[config.mk]
export PLATFORM = sky130hd
export DESIGN_NAME = short_apdu_parser_top
export DESIGN_NICKNAME = d
export VERILOG_FILES = /design/src/sap_pkg.sv /design/src/sap_front.sv /design/src/sap_queue.sv /design/src/sap_back.sv /design/src/short_apdu_parser_top.sv
export SDC_FILE = /design/constraint.sdc
export NUM_CORES = 1
export LEC_CHECK = 0
export BUFFER_PORTS_ARGS = -buffer_cell sky130_fd_sc_hd__buf_2
export CORE_ASPECT_RATIO = 1.75
export CORE_MARGIN = 2
export CORE_UTILIZATION = 55
export DETAILED_ROUTE_END_ITERATION = 7
export GPL_TIMING_DRIVEN = 0
export PLACE_DENSITY_LB_ADDON = 0.12
export SLEW_MARGIN = 20
export SYNTH_ARGS = -nofsm -noshare
export SYNTH_HDL_FRONTEND = slang
export SYNTH_SLANG_ARGS = --single-unit
[constraint.sdc]
create_clock -name clock -period 3.2 [get_ports clock]
set_input_delay 0.32 -clock clock [delete_from_list [all_inputs] [get_ports clock]]
set_output_delay 0.32 -clock clock [all_outputs]
set_load 0.02 [all_outputs]
[src/sap_pkg.sv]
`timescale 1ns / 1ps
// ----------------------------------------------------------------------------
// sap_pkg
// Types, codes and helpers shared by the short APDU parser modules.
// ----------------------------------------------------------------------------
package sap_pkg;

   // Number of header bytes (CLA, INS, P1, P2) and index of the last one.
   localparam int unsigned HeaderBytes = 4;
   localparam logic [1:0] HEADER_LAST = 2'd3;

   // A received Le of zero stands for this length.
   localparam logic [8:0] LE_ZERO_MEANS = 9'd256;

   // Result kinds.
   localparam logic KIND_BODY    = 1'b0;
   localparam logic KIND_SUMMARY = 1'b1;

   // APDU case codes as reported in a summary.
   typedef enum logic [1:0] {
      CASE_1 = 2'd0,
      CASE_2 = 2'd1,
      CASE_3 = 2'd2,
      CASE_4 = 2'd3
   } apdu_case_type;

   // Parse status codes as reported in a summary.
   typedef enum logic [1:0] {
      ST_OK           = 2'd0,
      ST_SHORT_HEADER = 2'd1,
      ST_SHORT_DATA   = 2'd2,
      ST_EXTRA        = 2'd3
   } status_type;

   // Parser phases, one-hot.
   typedef enum logic [4:0] {
      PH_HEADER = 5'b00001,
      PH_LENGTH = 5'b00010,
      PH_DATA   = 5'b00100,
      PH_LE     = 5'b01000,
      PH_TRAIL  = 5'b10000
   } phase_type;

   typedef logic [HeaderBytes-1:0][7:0] header_type;

   // One queue entry: an optional data byte followed by an optional summary.
   typedef struct packed {
      logic          has_body;
      logic [7:0]    body;
      logic          has_summary;
      header_type    header;
      logic [7:0]    lc;
      logic [8:0]    le;
      apdu_case_type apdu_case;
      status_type    status;
   } entry_type;

   // Head of the queue as seen by the back end.
   typedef struct packed {
      logic      valid;
      entry_type entry;
   } head_type;

   // Decode a received Le byte.
   function automatic logic [8:0] decode_le(input logic [7:0] b);
      decode_le = (b == 8'd0) ? LE_ZERO_MEANS : {1'b0, b};
   endfunction

endpackage

[src/sap_front.sv]
`timescale 1ns / 1ps
// ----------------------------------------------------------------------------
// sap_front
// Front end: accepts one APDU byte per cycle while accept_i is high, tracks
// the parse phase and turns each byte into at most one queue entry.
// ----------------------------------------------------------------------------
module sap_front
   import sap_pkg::*;
(
   input  logic       clock,
   input  logic       reset,
   input  logic [7:0] data_byte_i,
   input  logic       last_byte_i,
   input  logic       accept_i,
   output logic       entry_valid_o,
   output entry_type  entry_o
);

   phase_type  phase_ff, phase_in;
   logic [1:0] hidx_ff, hidx_in;
   header_type header_ff, header_in;
   logic [7:0] lc_ff, lc_in;
   logic [7:0] rem_ff, rem_in;
   logic [8:0] le_ff, le_in;
   status_type err_ff, err_in;

   header_type hdr_cur;
   logic [7:0] rem_dec;
   logic [8:0] le_cur;
   entry_type  entry;

   // Next state and entry for the byte on the input.
   always_comb begin
      phase_in  = phase_ff;
      hidx_in   = hidx_ff;
      header_in = header_ff;
      lc_in     = lc_ff;
      rem_in    = rem_ff;
      le_in     = le_ff;
      err_in    = err_ff;
      hdr_cur   = header_ff;
      rem_dec   = rem_ff - 8'd1;
      le_cur    = decode_le(data_byte_i);

      entry             = '0;
      entry.body        = data_byte_i;
      entry.lc          = lc_ff;
      entry.le          = le_ff;
      entry.apdu_case   = CASE_1;
      entry.status      = ST_OK;

      unique case (phase_ff)
         PH_LENGTH: begin
            if (last_byte_i) begin
               entry.has_summary = 1'b1;
               entry.le          = le_cur;
               entry.apdu_case   = CASE_2;
            end else begin
               lc_in    = data_byte_i;
               rem_in   = data_byte_i;
               phase_in = (data_byte_i == 8'd0) ? PH_LE : PH_DATA;
            end
         end
         PH_DATA: begin
            entry.has_body = 1'b1;
            if (last_byte_i) begin
               entry.has_summary = 1'b1;
               entry.apdu_case   = CASE_3;
               entry.status      = (rem_dec != 8'd0) ? ST_SHORT_DATA : ST_OK;
            end else begin
               rem_in = rem_dec;
               if (rem_dec == 8'd0) begin
                  phase_in = PH_LE;
               end
            end
         end
         PH_LE: begin
            if (last_byte_i) begin
               entry.has_summary = 1'b1;
               entry.le          = le_cur;
               entry.apdu_case   = CASE_4;
            end else begin
               le_in    = le_cur;
               err_in   = ST_EXTRA;
               phase_in = PH_TRAIL;
            end
         end
         PH_TRAIL: begin
            if (last_byte_i) begin
               entry.has_summary = 1'b1;
               entry.apdu_case   = CASE_4;
               entry.status      = err_ff;
            end
         end
         default: begin
            // Header phase; unused phase codes behave the same way.
            hdr_cur[hidx_ff] = data_byte_i;
            header_in        = hdr_cur;
            if (last_byte_i) begin
               entry.has_summary = 1'b1;
               entry.status      = (hidx_ff != HEADER_LAST) ? ST_SHORT_HEADER : ST_OK;
            end else if (hidx_ff == HEADER_LAST) begin
               hidx_in  = 2'd0;
               phase_in = PH_LENGTH;
            end else begin
               hidx_in  = hidx_ff + 2'd1;
               phase_in = PH_HEADER;
            end
         end
      endcase

      entry.header = hdr_cur;

      // A summary closes the APDU and returns every field to its reset value.
      if (entry.has_summary) begin
         phase_in  = PH_HEADER;
         hidx_in   = 2'd0;
         header_in = '0;
         lc_in     = 8'd0;
         rem_in    = 8'd0;
         le_in     = 9'd0;
         err_in    = ST_OK;
      end
   end

   // Parser state registers, advanced once per accepted transaction.
   always_ff @(posedge clock) begin
      if (reset) begin
         phase_ff  <= PH_HEADER;
         hidx_ff   <= 2'd0;
         header_ff <= '0;
         lc_ff     <= 8'd0;
         rem_ff    <= 8'd0;
         le_ff     <= 9'd0;
         err_ff    <= ST_OK;
      end else if (accept_i) begin
         phase_ff  <= phase_in;
         hidx_ff   <= hidx_in;
         header_ff <= header_in;
         lc_ff     <= lc_in;
         rem_ff    <= rem_in;
         le_ff     <= le_in;
         err_ff    <= err_in;
      end
   end

   assign entry_valid_o = accept_i && (entry.has_body || entry.has_summary);
   assign entry_o       = entry;

`ifndef ASSERT_OFF
   // The header index only moves while the header is being collected.
   a_hidx_in_header: assert property (@(posedge clock) disable iff (reset)
      (hidx_ff != 2'd0) |-> (phase_ff == PH_HEADER))
      else $error("header index set outside the header phase");

   // The data phase always owes at least one byte.
   a_data_owes: assert property (@(posedge clock) disable iff (reset)
      (phase_ff == PH_DATA) |-> (rem_ff != 8'd0))
      else $error("data phase with nothing left to receive");

   // A held error only exists after Le, while trailing bytes are dropped.
   a_err_in_trail: assert property (@(posedge clock) disable iff (reset)
      (err_ff != ST_OK) |-> (phase_ff == PH_TRAIL))
      else $error("sticky error outside the trailing phase");
`endif

endmodule

[src/sap_queue.sv]
`timescale 1ns / 1ps
// ----------------------------------------------------------------------------
// sap_queue
// Short queue that decouples the parser front end from the result back end.
// ----------------------------------------------------------------------------
module sap_queue
   import sap_pkg::*;
#(
   parameter int unsigned DEPTH = 4
) (
   input  logic      clock,
   input  logic      reset,
   input  logic      push_i,
   input  entry_type entry_i,
   input  logic      pop_i,
   output logic      full_o,
   output head_type  head_o
);

   localparam int unsigned AW = $clog2(DEPTH);
   localparam int unsigned CW = $clog2(DEPTH + 1);
   localparam logic [AW-1:0] LastIdx = AW'(DEPTH - 1);
   localparam logic [CW-1:0] FullCnt = CW'(DEPTH);

   entry_type     entries_ff [DEPTH];
   logic [AW-1:0] wr_ptr_ff, wr_ptr_in;
   logic [AW-1:0] rd_ptr_ff, rd_ptr_in;
   logic [CW-1:0] count_ff, count_in;
   logic          do_pop;

   assign do_pop = pop_i && (count_ff != '0);

   // Pointer and fill-count update.
   always_comb begin
      wr_ptr_in = wr_ptr_ff;
      rd_ptr_in = rd_ptr_ff;
      count_in  = count_ff;
      if (push_i) begin
         wr_ptr_in = (wr_ptr_ff == LastIdx) ? '0 : wr_ptr_ff + 1'b1;
      end
      if (do_pop) begin
         rd_ptr_in = (rd_ptr_ff == LastIdx) ? '0 : rd_ptr_ff + 1'b1;
      end
      if (push_i && !do_pop) begin
         count_in = count_ff + 1'b1;
      end else if (!push_i && do_pop) begin
         count_in = count_ff - 1'b1;
      end
   end

   always_ff @(posedge clock) begin
      if (reset) begin
         wr_ptr_ff <= '0;
         rd_ptr_ff <= '0;
         count_ff  <= '0;
      end else begin
         wr_ptr_ff <= wr_ptr_in;
         rd_ptr_ff <= rd_ptr_in;
         count_ff  <= count_in;
      end
   end

   // Entry storage.
   always_ff @(posedge clock) begin
      if (push_i) begin
         entries_ff[wr_ptr_ff] <= entry_i;
      end
   end

   assign full_o       = (count_ff == FullCnt);
   assign head_o.valid = (count_ff != '0);
   assign head_o.entry = entries_ff[rd_ptr_ff];

`ifndef ASSERT_OFF
   // The front end never writes into a full queue.
   a_no_overflow: assert property (@(posedge clock) disable iff (reset)
      push_i |-> !full_o)
      else $error("write into a full queue");
`endif

endmodule

[src/sap_back.sv]
`timescale 1ns / 1ps
// ----------------------------------------------------------------------------
// sap_back
// Back end: expands each queue entry into its results and holds the oldest
// waiting result in an output register.
// ----------------------------------------------------------------------------
module sap_back
   import sap_pkg::*;
(
   input  logic       clock,
   input  logic       reset,
   input  head_type   head_i,
   output logic       head_pop_o,
   input  logic       pop,
   output logic       empty,
   output logic       result_kind_o,
   output logic [7:0] body_byte_o,
   output logic [7:0] class_byte_o,
   output logic [7:0] instruction_byte_o,
   output logic [7:0] param_one_o,
   output logic [7:0] param_two_o,
   output logic [7:0] command_length_o,
   output logic [8:0] expected_length_o,
   output logic [1:0] apdu_case_o,
   output logic [1:0] parse_status_o,
   output logic       end_of_run_o
);

   logic       valid_ff, valid_in;
   logic       second_ff, second_in;
   logic       load;
   logic       emit_body;

   logic       kind_ff, kind_in;
   logic [7:0] body_ff, body_in;
   header_type hdr_ff, hdr_in;
   logic [7:0] lc_ff, lc_in;
   logic [8:0] le_ff, le_in;
   logic [1:0] case_ff, case_in;
   logic [1:0] status_ff, status_in;
   logic       end_ff, end_in;

   // The output register takes a new result when it is free or being emptied.
   assign load      = head_i.valid && (!valid_ff || pop);
   assign emit_body = head_i.entry.has_body && !second_ff;

   // Choose the next result from the head entry.
   always_comb begin
      valid_in   = valid_ff;
      second_in  = second_ff;
      head_pop_o = 1'b0;
      kind_in    = KIND_BODY;
      body_in    = 8'd0;
      hdr_in     = '0;
      lc_in      = 8'd0;
      le_in      = 9'd0;
      case_in    = 2'd0;
      status_in  = 2'd0;
      end_in     = 1'b1;
      if (pop && valid_ff) begin
         valid_in = 1'b0;
      end
      if (load) begin
         valid_in = 1'b1;
         if (emit_body) begin
            body_in = head_i.entry.body;
            end_in  = !head_i.entry.has_summary;
            if (head_i.entry.has_summary) begin
               second_in = 1'b1;
            end else begin
               head_pop_o = 1'b1;
            end
         end else begin
            kind_in    = KIND_SUMMARY;
            hdr_in     = head_i.entry.header;
            lc_in      = head_i.entry.lc;
            le_in      = head_i.entry.le;
            case_in    = head_i.entry.apdu_case;
            status_in  = head_i.entry.status;
            second_in  = 1'b0;
            head_pop_o = 1'b1;
         end
      end
   end

   // Control registers.
   always_ff @(posedge clock) begin
      if (reset) begin
         valid_ff  <= 1'b0;
         second_ff <= 1'b0;
      end else begin
         valid_ff  <= valid_in;
         second_ff <= second_in;
      end
   end

   // Result payload register.
   always_ff @(posedge clock) begin
      if (load) begin
         kind_ff   <= kind_in;
         body_ff   <= body_in;
         hdr_ff    <= hdr_in;
         lc_ff     <= lc_in;
         le_ff     <= le_in;
         case_ff   <= case_in;
         status_ff <= status_in;
         end_ff    <= end_in;
      end
   end

   assign empty              = !valid_ff;
   assign result_kind_o      = kind_ff;
   assign body_byte_o        = body_ff;
   assign class_byte_o       = hdr_ff[0];
   assign instruction_byte_o = hdr_ff[1];
   assign param_one_o        = hdr_ff[2];
   assign param_two_o        = hdr_ff[3];
   assign command_length_o   = lc_ff;
   assign expected_length_o  = le_ff;
   assign apdu_case_o        = case_ff;
   assign parse_status_o     = status_ff;
   assign end_of_run_o       = end_ff;

`ifndef ASSERT_OFF
   // Half-way through an entry, the head must still hold a byte and a summary.
   a_second_half: assert property (@(posedge clock) disable iff (reset)
      second_ff |-> (head_i.valid && head_i.entry.has_body && head_i.entry.has_summary))
      else $error("summary pending without a matching head entry");
`endif

endmodule

[src/short_apdu_parser_top.sv]
`timescale 1ns / 1ps
// ----------------------------------------------------------------------------
// short_apdu_parser_top
// Short command APDU parser: passes command data bytes through and reports
// a header, length and status summary on the final byte.
// ----------------------------------------------------------------------------
// The parser takes one APDU byte per clock whenever full is low; full rises
// only when all QUEUE_DEPTH entries of the queue between the parser and the
// result stage are occupied. Results leave one per clock through the output
// register while pop is high; a final data byte yields two results (the
// byte, then the summary) and holds the result stage for both. Each result
// is written into the queue when its byte is accepted and then moves into
// the output register when it is free or being emptied. Header, Lc and Le
// bytes cause no result until the final byte, which always ends the APDU
// with a summary and leaves the parser ready for the next command.
module short_apdu_parser_top
   import sap_pkg::*;
#(
   parameter int unsigned QUEUE_DEPTH = 4
) (
   input  logic       clock,
   input  logic       reset,
   input  logic [7:0] req_data_byte,
   input  logic       req_last_byte,
   input  logic       push,
   output logic       full,
   output logic       rsp_result_kind,
   output logic [7:0] rsp_body_byte,
   output logic [7:0] rsp_class_byte,
   output logic [7:0] rsp_instruction_byte,
   output logic [7:0] rsp_param_one,
   output logic [7:0] rsp_param_two,
   output logic [7:0] rsp_command_length,
   output logic [8:0] rsp_expected_length,
   output logic [1:0] rsp_apdu_case,
   output logic [1:0] rsp_parse_status,
   output logic       rsp_end_of_run,
   output logic       empty,
   input  logic       pop
);

   logic      accept;
   logic      entry_valid;
   entry_type entry;
   head_type  head;
   logic      head_pop;

   // A transaction is taken whenever the queue has room.
   assign accept = push && !full;

   sap_front u_front (
      .clock         (clock),
      .reset         (reset),
      .data_byte_i   (req_data_byte),
      .last_byte_i   (req_last_byte),
      .accept_i      (accept),
      .entry_valid_o (entry_valid),
      .entry_o       (entry)
   );

   sap_queue #(
      .DEPTH (QUEUE_DEPTH)
   ) u_queue (
      .clock   (clock),
      .reset   (reset),
      .push_i  (entry_valid),
      .entry_i (entry),
      .pop_i   (head_pop),
      .full_o  (full),
      .head_o  (head)
   );

   sap_back u_back (
      .clock              (clock),
      .reset              (reset),
      .head_i             (head),
      .head_pop_o         (head_pop),
      .pop                (pop),
      .empty              (empty),
      .result_kind_o      (rsp_result_kind),
      .body_byte_o        (rsp_body_byte),
      .class_byte_o       (rsp_class_byte),
      .instruction_byte_o (rsp_instruction_byte),
      .param_one_o        (rsp_param_one),
      .param_two_o        (rsp_param_two),
      .command_length_o   (rsp_command_length),
      .expected_length_o  (rsp_expected_length),
      .apdu_case_o        (rsp_apdu_case),
      .parse_status_o     (rsp_parse_status),
      .end_of_run_o       (rsp_end_of_run)
   );

endmodule

## Word level (Yosys, flattened, before mapping)

Memories as Yosys holds them, arrays and structs flattened. A register that Yosys moved wholly into a read port is not among the register bits.
Cells that the tools add are included.

| word-level totals | value |
|---|---|
| register bits after elaboration | 138 |
| latch bits | 0 |
| bits in writable memories | 252 |
| ROM bits | 0 |
| bits of input ports | 13 |
| output and inout bits | 65 |
| logic and storage cells | 144 |
| memories | 1 |

| operators by class | value |
|---|---|
| $add $sub $neg | 6 |
| multipliers | 0 |
| divide/modulo/power cells | 0 |
| magnitude comparators | 2 |
| eq/ne operators | 16 |
| shifts and indexed selects | 0 |
| multiplexer cells | 59 |
| bitwise gates (word level) | 0 |
| reduce and logical (&&, ||, !) cells | 34 |

Memory list:

| name | depth | width | rd ports | clocked after Yosys merged registers in | write ports | RTL line | text |
|---|---|---|---|---|---|---|---|
| u_queue.entries_ff | 4 | 63 | 1 | 1 | 1 | sap_queue.sv:25 | `entry_type entries_ff [DEPTH];` |

Operators by type and width:

| operator | number |
|---|---|
| $mux W32 | 2 |
| $mux W8 | 6 |
| $mux W9 | 4 |
| $bwmux W32 | 1 |
| $mux W5 | 6 |
| $mux W2 | 14 |
| $mux W11 | 2 |
| $pmux W5 S4 | 1 |
| $pmux W9 S2 | 1 |
| $demux W8 S2 | 1 |
| $logic_not A8 Y1 | 2 |
| $pmux W8 S2 | 1 |
| $mux W1 | 13 |
| $mux W4 | 3 |
| $logic_and A1 B1 Y1 | 9 |
| $reduce_and A3 Y1 | 3 |
| $ne A2 B1 Y1 const B | 4 |
| $pmux W2 S4 | 1 |
| $reduce_and A4 Y1 | 2 |
| $reduce_bool A2 Y1 | 4 |
| $reduce_bool A8 Y1 | 1 |
| $sub A8 B1 Y8 const B | 1 |
| $add A2 B1 Y2 const B | 3 |
| $eq A2 B2 Y1 const B | 3 |
| 20 further kinds | 29 |

## Depth between registers and ports, before layout

| logic depth | value |
|---|---|
| word-level depth | 8 |
| gate-level depth with buffers | 12 |
| mapped depth without buffers | 10 |

## By module

From an unflattened synthesis, not the netlist that was laid out.

| second synthesis, totals | value |
|---|---|
| cell total of the unflattened synthesis | 977 |
| area total of the unflattened synthesis | 15826.4 um2 |

Modules (own cells, without submodules):

| module | times used | cells each | area each (um2) | seq. area each (um2) |
|---|---|---|---|---|
| sap_queue | 1 | 373 | 9620.5 | 7747.4 |
| sap_front | 1 | 458 | 3776.1 | 1301.2 |
| sap_back | 1 | 145 | 2416.1 | 1931.9 |
| short_apdu_parser_top | 1 | 1 | 13.8 | 0.0 |

## Least setup slack after synthesis

OpenSTA, ideal clock, no wires.

| timing | value |
|---|---|
| kind | register to register |
| start | reg u_front.phase_ff[4] |
| end | mem u_queue.entries_ff[1][0] (netlist bit), enable pin |
| library setup time | 0.428 ns |
| data arrival time | 2.633 ns |
| required time | 2.772 ns |
| path slack | 0.140 ns |
| stages on the path, launching flop included | 6 |
| buffers on the path | 1 |
| clock period less this slack | 3.060 ns |
| cell sequence | dfxtp_1 -> buf_2 -> nor2_2 -> nand3_1 -> a21oi_2 -> and2_1 |

| between the ends | value |
|---|---|
| longest elaborated chain between the ends | 6 |

Ends and longest elaborated chain:

| what | RTL line | text |
|---|---|---|
| from (decl) | sap_front.sv:19 | `phase_type phase_ff, phase_in;` |
| from (signal assigned) | sap_front.sv:137 | `phase_ff <= phase_in;` |
| $eq A5 B3 Y1 | sap_front.sv:52 | `unique case (phase_ff)` |
| $mux W1 | sap_front.sv:52 |  |
| $logic_or A1 B1 Y1 | sap_front.sv:147 | `assign entry_valid_o = accept_i && (entry.has_body \|\| entry.has_summary);` |
| $logic_and A1 B1 Y1 | sap_front.sv:147 |  |
| named net entry_valid | short_apdu_parser_top.sv:43 | `logic entry_valid;` |
| $mux W1 | sap_queue.sv:65 | `if (push_i) begin` |
| $mux W1 (not written as such) | sap_queue.sv:66 | `entries_ff[wr_ptr_ff] <= entry_i;` |
| to (decl) | sap_queue.sv:25 |  |

The timed path passes the listed nets, and every way through them passes these cells.

==> flow_summary.json <==
{
  "via_count": 8576,
  "synth_seq_cells": 391,
  "grt_antenna_before_repair": 0,
  "clockBufferDepth": 3,
  "cap_viol_max_count": 0,
  "timing.fmax_mhz": 343,
  "synth.most_common_cell": "edfxtp_1",
  "clock-skew-final_ps": 23.3,
  "port_buffers": 76,
  "io_pins": 78,
  "gr-total-overflow": 0,
  "synth_nets": 1002,
  "synth.distinct_cells": 68,
  "hp-class": "in -> reg",
  "drcViolationCount": 0,
  "clk_pin_slew_ps": 70,
  "insertion_delay_ps": 540,
  "dr.pass1.iters": 5,
  "dp_hpwl_um": 20700,
  "grt_pass1_wl_um": 49900,
  "dp.cells": 1430,
  "grt_max_degree": 46,
  "drive_gt1_share_pct": 24.9,
  "wl_um": 32300,
  "clock_sinks": 391,
  "endpoint_kind": "flop",
  "via_per_inst": 5.74,
  "crit_chain": "buf_4 -> mux4_2 -> nor2b_1 -> buf_2 -> a21oi_4 -> inv_1 -> ha_1 -> inv_1 -> fa_1 -> xor2_1 -> or3_1 -> a21oi_1",
  "fin_util_pct": 63.6,
  "powerDensity_mw_per_mm2": 795,
  "required_ps": 3650,
  "wl_per_cell_um": 21.6,
  "post_cts_buffers": 0,
  "avgSynthCellArea_um2": 16.0,
  "worstMarginPinSlew_ps": 930,
  "first_global_vias": 8721,
  "cts_tree": "done",
  "status": "complete, no violations",
  "postRouteAntennaNets": 0,
  "synthTopCellsByArea": "edfxtp_1, dfxtp_1, mux4_2",
  "ys.flop_type": "edfxtp_1",
  "place.gp.congestion": 0.895,
  "netlist_instances": 976,
  "grt.total_usage_pct": 22.2,
  "diodes": 0,
  "synth_top_area_cell": "edfxtp_1",
  "irDropWorstVdd_mv": 1.19,
  "fin_crit_ps": 2910,
  "cts_buffers": 35,
  "r2r-end": "u_queue.count_ff[2]",
  "cp_common_cell": "inv_1",
  "pre_cts_ws_ps": -112,
  "h-tree-depth": 2,
  "die_y_um": 227,
  "ys_warn_count": 0,
  "syn-cell-area_mm2": 0.0157,
  "fin_crit_sh_pct": 91.0,
  "syn_to_final_growth_pct": 13.6,
  "coreArea_mm2": 0.0280,
  "finalSetupViolCount": 0,
  "hp-start": "req_data_byte[6]",
  "synth_edf_count": 315,
  "rows": 81,
  "seq_area_mm2": 0.0110,
  "hold_viol": 0,
  "worst-setup-path-type": "reg -> reg",
  "relSlewSlack_pct": 38.0,
  "max_stage_delay_ps": 430,
  "cp.arrival_ps": 3360,
  "num-fill-cells": 2089,
  "rr_worst_depth": 12,
  "cts_root_buffer": "clkbuf_16",
  "nNetsFinal": 1121,
  "ys_top_cells_by_count": "edfxtp_1, nand2_1, dfxtp_1",
  "slowest_stage": "fa_1",
  "die_x_um": 132,
  "layout.cells.non_filler": 1495,
  "synth-async-reset-ratio_pct": 0,
  "multi_input_area_mm2": 0.00432,
  "startpoint_type": "flop",
  "worstPathMaxFanout": 10,
  "power_leakage_nw": 6.16,
  "synth_seq_area_share_pct": 70.1,
  "min_to": "u_queue.entries_ff[1][60]",
  "setup_ws_ps": 288,
  "maxSlewViolCount": 0,
  "hold_depth": 1,
  "synth_top_area_share_pct": 60.4,
  "initial_core_util_pct": 56.0,
  "drtIter0Drc": 561,
  "dieArea_mm2": 0.0299,
  "rsz0062_at_grt": "no",
  "reg2reg_slack_ps": 290
}
[where the power goes]
part           internal (W)  total, W  switching [W]
combinational       0.00134   0.00348        0.00214
sequential          0.00636   0.00653       0.000165
clock               0.00232   0.00413        0.00181
total                0.0100    0.0141        0.00411
[worst max-delay path, delay by kind of cell (launching register included)]
kind | cells | cell delay (ps)
xor gates and xnor gates | 1 | 170
DFF | 1 | 300
and+or+nand+nor | 2 | 420
AOI/OAI and AO/OA | 2 | 280
muxes | 1 | 360
buffers and inverters | 4 | 690
adders and majority gates | 2 | 610
[flip-flops by register name, summed over array words and instances, names as in the netlist, 3 cells and up, named ones only]
name / flops
u_front.header_ff: 32
u_queue.count_ff: 3
u_back.expected_length_o: 9
u_back.body_byte_o: 8
u_front.le_ff: 9
u_front.lc_ff: 8
u_front.phase_ff: 5
u_back.param_two_o: 8
u_queue.entries_ff: 252
u_back.command_length_o: 8
u_back.param_one_o: 8
u_back.instruction_byte_o: 8
u_front.rem_ff: 8
u_back.class_byte_o: 8
[worst max-delay path by stage]
stage	startpoint	end	slack, ps
after detailed placement	flop	u_queue.count_ff[2]	-110
final	flop	u_queue.count_ff[2]	290
after global placement	u_front.phase_ff[4]	u_queue.entries_ff[0][56]	-1470
after CTS	flop	u_queue.count_ff[2]	30
after floorplan	u_front.phase_ff[4]	u_queue.entries_ff[1][0]	140
after global routing	flop	u_queue.count_ff[2]	110
[through the flow]
| stage | cell area, µm² | setup TNS, ps | power, W | hold slack, ps |
|---|---|---|---|---|
| after global routing | 17800 | 0 | 0.0148 | 14.1 |
| final | 17800 | 0 | 0.0141 | 21.7 |
| after global placement | 16500 | -365870 | 0.0101 | 454 |
| after floorplan | 15700 | 0 | 0.00908 | 419 |
| after detailed placement | 16600 | -112 | 0.0102 | 458 |
| after CTS | 17800 | 0 | 0.0143 | 0.0976 |
[cells by family after synthesis]
logic type,synth area share [%]
DFF,70.1
and+or+nand+nor,8.98
AOI/OAI and AO/OA,5.49
muxes,11.4
buffers and inverters,2.33
adders and majority gates,1.09
xor gates and xnor gates,0.607
[routing by layer]
layer	routed length [µm]	track usage [%]	vias up
li1	-	-	3964
met2	16800	39.8	237
met4	1120	9.01	0
met3	1550	3.16	71
met1	12800	27.1	4304
met5	0	0	-
[repair_timing]
item                                    CTS  global route
hold endpoints to repair                  6             0
resized for setup                         0             1
endpoints found under the setup margin    1             1
hold buffers                              2             0
[cells in the final DEF (no fill, tap or decap), drive strengths merged, types with 4 or more instances in the layout]
cell type / count
mux4: 63
nor2: 67
nor2b: 57
o211ai: 4
edfxtp: 315
a21oi: 22
nand3b: 4
mux2i: 8
xor2: 6
xnor2: 4
nor3: 10
o21ai: 11
buf: 107
and2: 23
ha: 12
clkbuf: 79
a32oi: 24
nand3: 17
mux2: 25
nand2: 85
o21a: 6
inv: 20
a31oi: 8
a22oi: 17
clkinv: 11
dfxtp: 76
[layout make-up]
cell class | count | area share, %
plain buffers | 58 | 1.65
clock buffers | 47 | 5.47
clock inverters | 17 | 0.879
inverters | 18 | 0.394
multi-input cells | 508 | 24.3
flip-flops and latches | 391 | 61.8
well taps | 373 | 2.62
repair buffers | 83 | 2.94
No activity file was read; power rests on OpenSTA's default activity.
